$ cat src/qypr_pkg.sv
// Shared constants, types and functions for the quaternion to yaw, pitch and roll block.
`timescale 1ns / 1ps
package qypr_pkg;

	// CORDIC datapath and angle widths
	localparam int DEF_CORDIC_STAGES = 16;
	localparam int DW                = 50;
	localparam int ZW                = 33;
	localparam int ANG_TAB_LEN       = 24;

	localparam logic signed [ZW-1:0] HALF_PI_Q29 = 33'sd843314857;
	localparam logic signed [31:0]   GAIN_Q30    = 32'sd1768195363;
	localparam logic signed [15:0]   YAW_LIM     = 16'sd25736;
	localparam logic signed [15:0]   PITCH_LIM   = 16'sd12868;

	typedef logic signed [DW-1:0] data_t;
	typedef logic signed [ZW-1:0] ang_t;

	// one word travelling along a CORDIC chain
	typedef struct packed {
		logic  vld;
		logic  zero;
		data_t x;
		data_t y;
		ang_t  z;
	} cord_t;

	// atan(2^-i) rounded to Q.29
	function automatic ang_t atan_q29(input int idx);
		ang_t r;
		r = '0;
		unique case (idx)
			0:  r = 33'sd421657428;
			1:  r = 33'sd248918915;
			2:  r = 33'sd131521918;
			3:  r = 33'sd66762579;
			4:  r = 33'sd33510843;
			5:  r = 33'sd16771758;
			6:  r = 33'sd8387925;
			7:  r = 33'sd4194219;
			8:  r = 33'sd2097141;
			9:  r = 33'sd1048575;
			10: r = 33'sd524288;
			11: r = 33'sd262144;
			12: r = 33'sd131072;
			13: r = 33'sd65536;
			14: r = 33'sd32768;
			15: r = 33'sd16384;
			16: r = 33'sd8192;
			17: r = 33'sd4096;
			18: r = 33'sd2048;
			19: r = 33'sd1024;
			20: r = 33'sd512;
			21: r = 33'sd256;
			22: r = 33'sd128;
			23: r = 33'sd64;
			default: r = '0;
		endcase
		return r;
	endfunction

	// Q.29 to Q3.13, round half up, clamp to +-lim, zero vector gives 0
	function automatic logic signed [15:0] round_q13(input ang_t z, input logic zero,
			input logic signed [15:0] lim);
		logic signed [ZW:0]    s;
		logic signed [ZW-16:0] r;
		logic signed [ZW-16:0] l;
		logic signed [15:0]    o;
		s = {z[ZW-1], z} + (ZW+1)'(32768);
		r = s[ZW:16];
		l = (ZW-15)'(lim);
		if (zero)
			o = '0;
		else if (r > l)
			o = lim;
		else if (r < -l)
			o = -lim;
		else
			o = r[15:0];
		return o;
	endfunction

endpackage

$ cat src/qypr_cordic_pre.sv
// Quadrant fold and zero detect ahead of a CORDIC chain.
`timescale 1ns / 1ps
module qypr_cordic_pre
	import qypr_pkg::*;
(
	input  logic  clk,
	input  logic  arst_n,
	input  logic  vld,
	input  data_t x,
	input  data_t y,
	output cord_t q
);

	cord_t d;
	logic  vld_q;
	logic  zero_q;
	data_t x_q;
	data_t y_q;
	ang_t  z_q;

	// turn left half plane vectors by +-pi/2
	always_comb begin
		d.vld  = vld;
		d.zero = (x == '0) && (y == '0);
		d.x    = x;
		d.y    = y;
		d.z    = '0;
		if (x < 0) begin
			if (y >= 0) begin
				d.x = y;
				d.y = -x;
				d.z = HALF_PI_Q29;
			end else begin
				d.x = -y;
				d.y = x;
				d.z = -HALF_PI_Q29;
			end
		end
	end

	always_ff @(posedge clk or negedge arst_n) begin
		if (!arst_n) begin
			vld_q <= 1'b0;
		end else begin
			vld_q <= d.vld;
		end
	end

	always_ff @(posedge clk) begin
		zero_q <= d.zero;
		x_q    <= d.x;
		y_q    <= d.y;
		z_q    <= d.z;
	end

	assign q = '{vld: vld_q, zero: zero_q, x: x_q, y: y_q, z: z_q};

endmodule

$ cat config.mk
export PLATFORM = sky130hd
export DESIGN_NAME = qypr_cordic_pre
export DESIGN_NICKNAME = d
export VERILOG_FILES = /design/src/qypr_pkg.sv /design/src/qypr_cordic_pre.sv
export SDC_FILE = /design/constraint.sdc
export NUM_CORES = 1
export LEC_CHECK = 0
export BUFFER_PORTS_ARGS = -buffer_cell sky130_fd_sc_hd__buf_2
export CAP_MARGIN = 10
export CELL_PAD_IN_SITES_DETAIL_PLACEMENT = 1
export CELL_PAD_IN_SITES_GLOBAL_PLACEMENT = 1
export CORE_MARGIN = 1
export CORE_UTILIZATION = 38
export CTS_CLUSTER_SIZE = 14
export DETAILED_ROUTE_END_ITERATION = 7
export PLACE_DENSITY_LB_ADDON = 0.1
export SKIP_CTS_REPAIR_TIMING = 1
export SYNTH_ARGS = -nofsm -noshare
export SYNTH_HDL_FRONTEND = slang
export SYNTH_SLANG_ARGS = --single-unit
$ cat constraint.sdc
create_clock -name clk -period 2.6 [get_ports clk]
set_clock_uncertainty 0.2 [all_clocks]
set_input_delay 0.26 -clock clk [delete_from_list [all_inputs] [get_ports clk]]
set_output_delay 0.26 -clock clk [all_outputs]
set_load 0.02 [all_outputs]
==> metrics.txt, run 1 <==
die height 130 µm; largest net degree at the start of global routing 68; Routability Congestion 0.854; crit-path max FO 9; peak supply drop 384 µV; ys async rst share 0.952%; failing checks hold timing; TritonCTS buffer count 9; GRT Util Overall 28.7%; IO Count 238; Detailed Place HPWL 18.6 mm; number of global-route vias before repair 6862; Inst Count DP 1237; hold crit path type in -> reg; first-pass GRT wire length 37.3 mm; RSZ-0062 raised after global routing false; CTS clk-pin slew, worst paths 0.07 ns; CTS Root Cell clkbuf_16; detailed-route via count 7104; Layout area overhead 31.6%; routed wire length 24.4 mm; Max Cap Viol 0; critical-path cell list buf_2, inv_1, ha_1, or4b_4, or4_1, buf_4, nor3_1, mux2i_1, a221o_1; Synth Instances 793; FF+latch count, synth 105; Synth Warn # 0; Final ANT Viol Nets 0; Post-synth EDFFs 0; Worst slew margin 57.0%; area of the multi-input gates 3640 µm²; Critical Path Max Stage Delay 0.48 ns; CTS tree yes; area share of the largest cell type after synthesis 33.3%; crit path kind in -> reg; cell area after synthesis 6250 µm²; Final Hold Fails 3; combinational fraction of design power 25.1%; leading area contributor after synthesis dfxtp_1; area of placed instances 7880 µm²; status complete, but fails checks; Fillers 2060; initial core utilization 39.2%; most common cell in the netlist dfxtp_1; layout cells sized above 1 34.5%; Least-Margin Pin Slew 0.646 ns; Final Instance Area 8230 µm²; total grt overflow 0; wire per inst 19.4 µm; CP max-delay cell or4b_4; setup_tns 0 ns; 1st-pass router iterations 5; dominant cells by area after synthesis dfxtp_1 33%, nor2_1 6.0%, a21oi_1 5.4%; deepest clock path buffer count 2; worst path required time 2.65 ns; Nets 1139; switching portion of total power 31.8%; main flop type after synthesis dfxtp_1; initial drt markers 357; initial antenna violation count 0; Lkg Pwr 3.56 nW; clock period minus worst slack 2.36 ns; register area share after synthesis 33.7%; P_int 3.04 mW; placement row count 46; core area 15900 µm²; Max Clk Rate 0.424 GHz; Sinks on Clock Net 105; Die Wd 130 µm; I/O Buffers 237; Crit. End Element flip-flop; synth cell count leaders 104 x dfxtp_1, 100 x nor2_1, 68 x a21oi_1; vias per cell 5.65; max-slew violations 0; DRC 0; Clock power frac 34.3%; Final Cycle Share 90.7%; Mapped Nets 898; die area 17000 µm²; Post-Place Worst Slack -0.121 ns; fin worst setup slack 0.243 ns; Post-Syn Area per Cell 7.88 µm²; htree depth 3; Reg area 2110 µm²; Psw 1.41 mW; pwr dens 541 nW/µm²; final setup vio count 0; fin cells 1257; sequential share of power 40.7%; post-synthesis cell type count 60; Fin Hold WS -0.00932 ns; nature of the critical path startpoint input pin; CP arrival 2.41 ns
## final cells by class
class | instances | area share (%)
Tap cell | 216 | 3.29
Sequential cell | 105 | 25.6
Timing Repair Buffer | 316 | 22.0
Antenna cell | 2 | 0.0608
Inverter | 18 | 0.821
Multi-Input combinational cell | 584 | 44.3
Clock inverter | 5 | 0.958
Clock buffer | 11 | 2.95
## stage by stage
step	utilization (%)	total power, mW	hold WS [ns]
floorplan	-	2.48	-0.236
global placement	49.4	2.94	-0.166
detailed placement	49.4	2.95	-0.164
CTS	51.4	4.48	-0.548
global route	51.6	4.65	0.00310
finish	51.6	4.45	-0.00932
## kinds of logic (layout without fill, tap and decap cells)
group,after synthesis,count (layout),share of synthesized area [%]
buffers and inverters,104,350,8.27
xor gates and xnor gates,58,58,8.13
DFF,105,105,33.7
AOI/OAI and AO/OA,186,186,19.6
muxes,11,11,1.80
adders and majority gates,2,2,0.400
and+or+nand+nor,327,327,28.1
other,0,2,0
## per-layer routing
metal / vias to the layer above / wire, µm / GRT usage (%)
met3: 44 / 1300 / 4.26
met1: 3469 / 10200 / 34.9
li1: 3355 / - / -
met2: 236 / 12200 / 50.6
met5: - / 0 / 0
met4: 0 / 681 / 11.6
## power groups by stage
stage | clock network [mW] | logic [mW] | registers, mW
6_report | 1.52 | 1.11 | 1.81
5_1_grt | 1.62 | 1.21 | 1.82
4_1_cts | 1.55 | 1.12 | 1.81
3_5_place_dp | 0 | 1.11 | 1.85
3_3_place_gp | 0 | 1.09 | 1.85
2_1_floorplan | 0 | 0.446 | 2.04
## cell usage in the layout (no fill, tap or decap), drive strengths merged, types with 22 or more instances in the layout
cell | netlist | layout
nand2 | 38 | 38
a21oi | 68 | 68
nand3 | 23 | 23
nor2 | 101 | 101
xor2 | 24 | 24
xnor2 | 34 | 34
nor4 | 28 | 28
o21ai | 22 | 22
buf | 48 | 314
or4 | 22 | 22
or3 | 23 | 23
nor3 | 33 | 33
dfxtp | 104 | 104
## critical path: cells and delay by family
family                     cells  cell delay [ns]
muxes                          1             0.12
buffers and inverters          3             0.40
AOI/OAI and AO/OA              1             0.26
adders and majority gates      1             0.17
and+or+nand+nor                3             1.22
## sequential cells by signal, summed over array words and instances, names as in the netlist
name	flops
z_q	3
vld_q	1
x_q	50
zero_q	1
y_q	50
## final timing paths
check	end	startpoint	slack, ns	cells after the start
max	x_q[32]$_DFF_P_	y[0]	0.24	9
min	x_q[11]$_DFF_P_	x[11]	-0.009	2
max in group asynchronous	vld_q$_DFF_PN0_	arst_n	2.11	2
min in group asynchronous	vld_q$_DFF_PN0_	arst_n	0.01	2
Note: power is estimated with default switching activity, not from simulation.
==> inputs of run 2 (changes only) <==
--- a/config.mk
+++ b/config.mk
@@ -10,7 +10,7 @@
 export CELL_PAD_IN_SITES_DETAIL_PLACEMENT = 1
 export CELL_PAD_IN_SITES_GLOBAL_PLACEMENT = 1
 export CORE_MARGIN = 1
-export CORE_UTILIZATION = 38
+export CORE_UTILIZATION = 35
 export CTS_CLUSTER_SIZE = 14
 export DETAILED_ROUTE_END_ITERATION = 7
 export PLACE_DENSITY_LB_ADDON = 0.1
==> constraint.sdc (replaced) <==
create_clock -name clk -period 2.7 [get_ports clk]
set_clock_uncertainty 0.2 [all_clocks]
set_input_delay 0.27 -clock clk [delete_from_list [all_inputs] [get_ports clk]]
set_output_delay 0.27 -clock clk [all_outputs]
set_load 0.02 [all_outputs]
==> run 2 against run 1 <==
The flow still finishes with violations (hold timing). Clock-buffer cell count fell by 1. Final cell count fell by 0.32%. Via count fell by 2.7%. Utilization fell by 4.6 points. Sequential power fell by 4%. Sequential cell count did not move. Setup slack improved by 0.12 ns. Global-route usage fell by 2.8 points. First-iteration DRC count rose by 0.56%. Wire length fell by 1.3%. Critical path depth fell by 1. Final area fell by 0.78%. Largest cell class unchanged.
==> metrics.txt, run 2 (synthesis results as in run 1) <==
Final Cycle Share 86.7%; pwr dens 527 nW/µm²; Detailed Place HPWL 18.1 mm; 1st-pass router iterations 4; CTS tree yes; first-pass GRT wire length 36.7 mm; worst path required time 2.73 ns; crit path kind in -> reg; core area 17400 µm²; Final ANT Viol Nets 0; htree depth 3; initial drt markers 359; fin worst setup slack 0.359 ns; Lkg Pwr 3.51 nW; metal2 WL 11.2 mm; Fin Hold WS -0.0146 ns; Worst slew margin 57.8%; Crit. End Element flip-flop; Sinks on Clock Net 105; initial antenna violation count 1; Post-Place Worst Slack -0.0132 ns; TritonCTS buffer count 9; initial core utilization 36.0%; final core occ 47.0%; Final Instance Area 8160 µm²; most common cell after layout, fill and taps aside buf_2; IO Count 238; nature of the critical path startpoint input pin; most frequent cells in the layout 236 x buf_2, 104 x dfxtp_1, 100 x nor2_1, 68 x a21oi_1, 63 x buf_4; Max Clk Rate 0.427 GHz; failing checks hold timing; biggest regs x_q (50), y_q (50), z_q (3); # diodes 0; GRT Util Overall 25.9%; wire per inst 19.2 µm; RSZ-0062 raised after global routing false; CTS Root Cell clkbuf_16; Layout area overhead 30.6%; largest net degree at the start of global routing 72; clock period minus worst slack 2.34 ns; Final Hold Fails 4; detailed-route via count 6913; M1 WL 10.7 mm; setup_tns 0 ns; total grt overflow 0; peak supply drop 323 µV; layout cells sized above 1 33.7%; CP arrival 2.37 ns; deepest clock path buffer count 2; final setup vio count 0; Least-Margin Pin Slew 0.632 ns; I/O Buffers 237; highest metal used met5; area of placed instances 7790 µm²; DRC 0; met3 wire length 1.64 mm; Max Cap Viol 0; placement row count 48; routed wire length 24.1 mm; crit-path max FO 9; Die Wd 136 µm; CTS clk-pin slew, worst paths 0.08 ns; vias per cell 5.52; die height 136 µm; hold crit path type in -> reg; Nets 1128; status complete, but fails checks; Routability Congestion 0.839; number of global-route vias before repair 6633; die area 18400 µm²; max-slew violations 0
-- run 2: cell types whose count changed in the layout (fill, tap and decap cells not counted) --
cell / change
buf_4: -13
inv_6: +1
clkinv_2: -1
clkinvlp_4: +1
diode_2: -2
clkbuf_1: -1
dlygate4sd3_1: +2
-- run 2: final cells by class --
| class | instances | area, µm² |
|---|---|---|
| clock inverters | 6 | 90.1 |
| inverters | 18 | 67.6 |
| clock buffers | 10 | 239 |
| flip-flops and latches | 105 | 2110 |
| well taps | 225 | 282 |
| repair buffers | 305 | 1730 |
| fillers | 2201 | 9190 |
| multi-input cells | 584 | 3640 |
-- run 2: path summary, 6_finish.rpt --
check,startpoint,endpoint,slack (ns),depth (start not counted)
worst max-delay path,x[13],y_q[45]$_DFF_P_,0.36,8
worst min-delay path,y[0],y_q[0]$_DFF_P_,-0.01,3
max in group asynchronous,arst_n,vld_q$_DFF_PN0_,2.20,2
min in group asynchronous,arst_n,vld_q$_DFF_PN0_,0.01,2
-- run 2: per-layer routing --
metal,vias up,track usage [%]
li1,3328,-
met1,3326,33.6
met2,228,42.4
met3,29,4.98
met4,2,9.61
met5,-,0
-- run 2: critical path, cell delays in order --
cell           delay, ns
dlygate4sd3_1       0.53
buf_2               0.14
or2_2               0.33
nor4_2              0.15
buf_4               0.20
and3_1              0.40
a311o_1             0.22
o221ai_1            0.11
-- run 2: through the flow --
stage	hold slack, ns	total power, mW	cells
6_report	-0.0146	4.30	1253
5_1_grt	0.00710	4.48	1253
4_1_cts	-0.546	4.33	1249
3_5_place_dp	-0.154	2.83	1233
3_3_place_gp	-0.155	2.82	1233
2_1_floorplan	-0.226	2.39	793
-- run 2: report_power, final --
part	switching (mW)	internal, mW	total, mW
logic	0.675	0.385	1.06
clock network	0.657	0.843	1.50
registers	0.0487	1.70	1.74
==> inputs of run 3 (changes only) <==
--- a/config.mk
+++ b/config.mk
@@ -5,12 +5,13 @@
 export SDC_FILE = /design/constraint.sdc
 export NUM_CORES = 1
 export LEC_CHECK = 0
+export ABC_AREA = 1
 export BUFFER_PORTS_ARGS = -buffer_cell sky130_fd_sc_hd__buf_2
 export CAP_MARGIN = 10
 export CELL_PAD_IN_SITES_DETAIL_PLACEMENT = 1
 export CELL_PAD_IN_SITES_GLOBAL_PLACEMENT = 1
 export CORE_MARGIN = 1
-export CORE_UTILIZATION = 35
+export CORE_UTILIZATION = 34
 export CTS_CLUSTER_SIZE = 14
 export DETAILED_ROUTE_END_ITERATION = 7
 export PLACE_DENSITY_LB_ADDON = 0.1
==> run 3 against run 2 <==
The flow still finishes with violations (hold timing). First-iteration DRC count rose by 56%. Global-route usage rose by 2.2 points. Hold slack got worse by 0.018 ns. Maximum frequency down 0.25%. Sequential power barely moved. Critical path depth increased by 3. Critical endpoint is now y_q[34]$_DFF_P_. Largest power group unchanged.
==> metrics.txt, run 3 <==
CTS tree yes; initial antenna violation count 2; biggest regs x_q (50), y_q (50), z_q (3); RSZ-0062 raised after global routing false; core area 19500 µm²; most common cell in the netlist nand2_1; Power Total 4.27 mW; DRC 0; Reg area 2110 µm²; crit path kind in -> reg; Fin Hold WS -0.0322 ns; nature of the critical path startpoint input pin; Crit. End Element flip-flop; detailed-route via count 7694; area of placed instances 7930 µm²; wire per inst 18.6 µm; met1 usage 41.3%; Fillers 2674; post-synthesis cell type count 39; Die Wd 143 µm; max-slew violations 0; first-pass GRT wire length 42.3 mm; initial drt markers 560; area of the multi-input gates 3920 µm²; Final Cycle Share 86.9%; 1st-pass router iterations 5; CP arrival 2.37 ns; Post-Syn Area per Cell 6.46 µm²; Max Cap Viol 0; I/O Buffers 237; crit-path max FO 7; cell area after synthesis 6750 µm²; met3 Use GR 3.72%; Worst slew margin 63.3%; setup_tns 0 ns; worst path required time 2.72 ns; Nets 1352; Sinks on Clock Net 105; Layout area overhead 24.0%; die height 143 µm; peak supply drop 316 µV; Max Clk Rate 0.426 GHz; Least-Margin Pin Slew 0.550 ns; register area share after synthesis 31.2%; clock period minus worst slack 2.35 ns; Final Instance Area 8360 µm²; vias per cell 5.07; leading area contributor after synthesis dfxtp_1; Final ANT Viol Nets 0; CTS clk-pin slew, worst paths 0.07 ns; Inst Count DP 1488; TritonCTS buffer count 9; Post-synth EDFFs 0; pwr dens 510 nW/µm²; most used routing layer met2; most common cell after layout, fill and taps aside nand2_1; dominant cells by area after synthesis dfxtp_1 31%, nand2_1 17%, nand3_1 10%; GRT Util Overall 28.1%; area share of the largest cell type after synthesis 30.9%; final core occ 43.0%; status complete, but fails checks; FF+latch count, synth 105; htree depth 3; Final Hold Fails 5; number of global-route vias before repair 7323; largest net degree at the start of global routing 99; Lkg Pwr 4.00 nW; Synth Instances 1044; Routability Congestion 0.865; most frequent cells in the layout 306 x nand2_1, 237 x buf_2, 135 x nand3_1, 118 x nor2_1, 104 x dfxtp_1; routed wire length 28.2 mm; Detailed Place HPWL 22.8 mm; placement row count 51; fin cells 1518; CTS Root Cell clkbuf_16; Synth Warn # 0; Mapped Nets 1149; IO Count 238; layout cells sized above 1 26.5%; hold crit path type in -> reg; failing checks hold timing; die area 20400 µm²; deepest clock path buffer count 2; GR Layer Usage met2 43.0%; main flop type after synthesis dfxtp_1; ys async rst share 0.952%; total grt overflow 0; final setup vio count 0; initial core utilization 34.7%; synth cell count leaders 306 x nand2_1, 135 x nand3_1, 118 x nor2_1
-- run 3: cell types whose count changed in the layout (fill, tap and decap cells not counted), moves of 17 or more --
cell	before	now
nand2_1	38	306
nand3_1	23	135
a21oi_1	68	7
buf_4	63	5
inv_1	18	72
o21ai_0	21	68
nor3_1	33	3
or3_1	23	0
xnor2_1	34	12
or4_1	21	0
nor4_1	20	1
nor2_1	100	118
a31oi_1	19	2
-- run 3: cell families (layout without fill, tap and decap cells) --
logic type / after synthesis / count (layout) / share of synthesized area (%)
other cells: 0 / 1 / 0
xor+xnor: 35 / 35 / 4.54
flops: 105 / 105 / 31.2
compound gates: 115 / 115 / 10.1
fa+ha+maj: 2 / 2 / 0.371
buf+inv: 143 / 351 / 10.6
simple gates: 644 / 644 / 43.1
-- run 3: where the power goes --
group	internal (mW)	switching [mW]	total [mW]	leakage, nW
Clock	0.749	0.632	1.38	0.147
Sequential	1.69	0.0485	1.74	0.887
Combinational	0.357	0.791	1.15	2.97
-- run 3: worst max-delay path, cell delays in order --
cell and delay [ns]:
dlygate4sd3_1 0.53, buf_2 0.13, inv_1 0.10, ha_1 0.18
nand2_1 0.20, nand2_1 0.25, o211ai_4 0.14, nor2_4 0.20
nand3_1 0.10, nand3_1 0.16, o21ai_0 0.10
-- run 3: final timing paths --
kind                         from               to  cells after the start
setup / recovery             x[0]  y_q[34]$_DFF_P_                     11
hold / removal               x[2]   x_q[2]$_DFF_P_                      3
max in group asynchronous  arst_n  vld_q$_DFF_PN0_                      2
min in group asynchronous  arst_n  vld_q$_DFF_PN0_                      2
-- run 3: through the flow --
stage | setup WS, ns | hold WS, ns
2_1_floorplan | 1.09 | -0.226
3_3_place_gp | 0.576 | -0.156
3_5_place_dp | 0.540 | -0.154
4_1_cts | 0.918 | -0.542
5_1_grt | 0.182 | 0.00327
6_report | 0.353 | -0.0322
-- run 3: per-layer routing --
layer	routed length, µm	vias to the layer above	part of all wire, %
met5	10	-	0.035
met4	394	2	1.4
met3	1800	25	6.4
met2	12300	261	44
met1	13700	3664	48
li1	-	3742	-
-- run 3: cell type report --
cell class                 instances  area share [%]
timing repair buffer             258            16.9
clock buffer                      12            2.95
multi-input combinational        796            46.9
tap                              265            3.96
sequential                       105            25.2
inverter                          77            3.46
clock inverter                     4           0.628
antenna                            1          0.0299
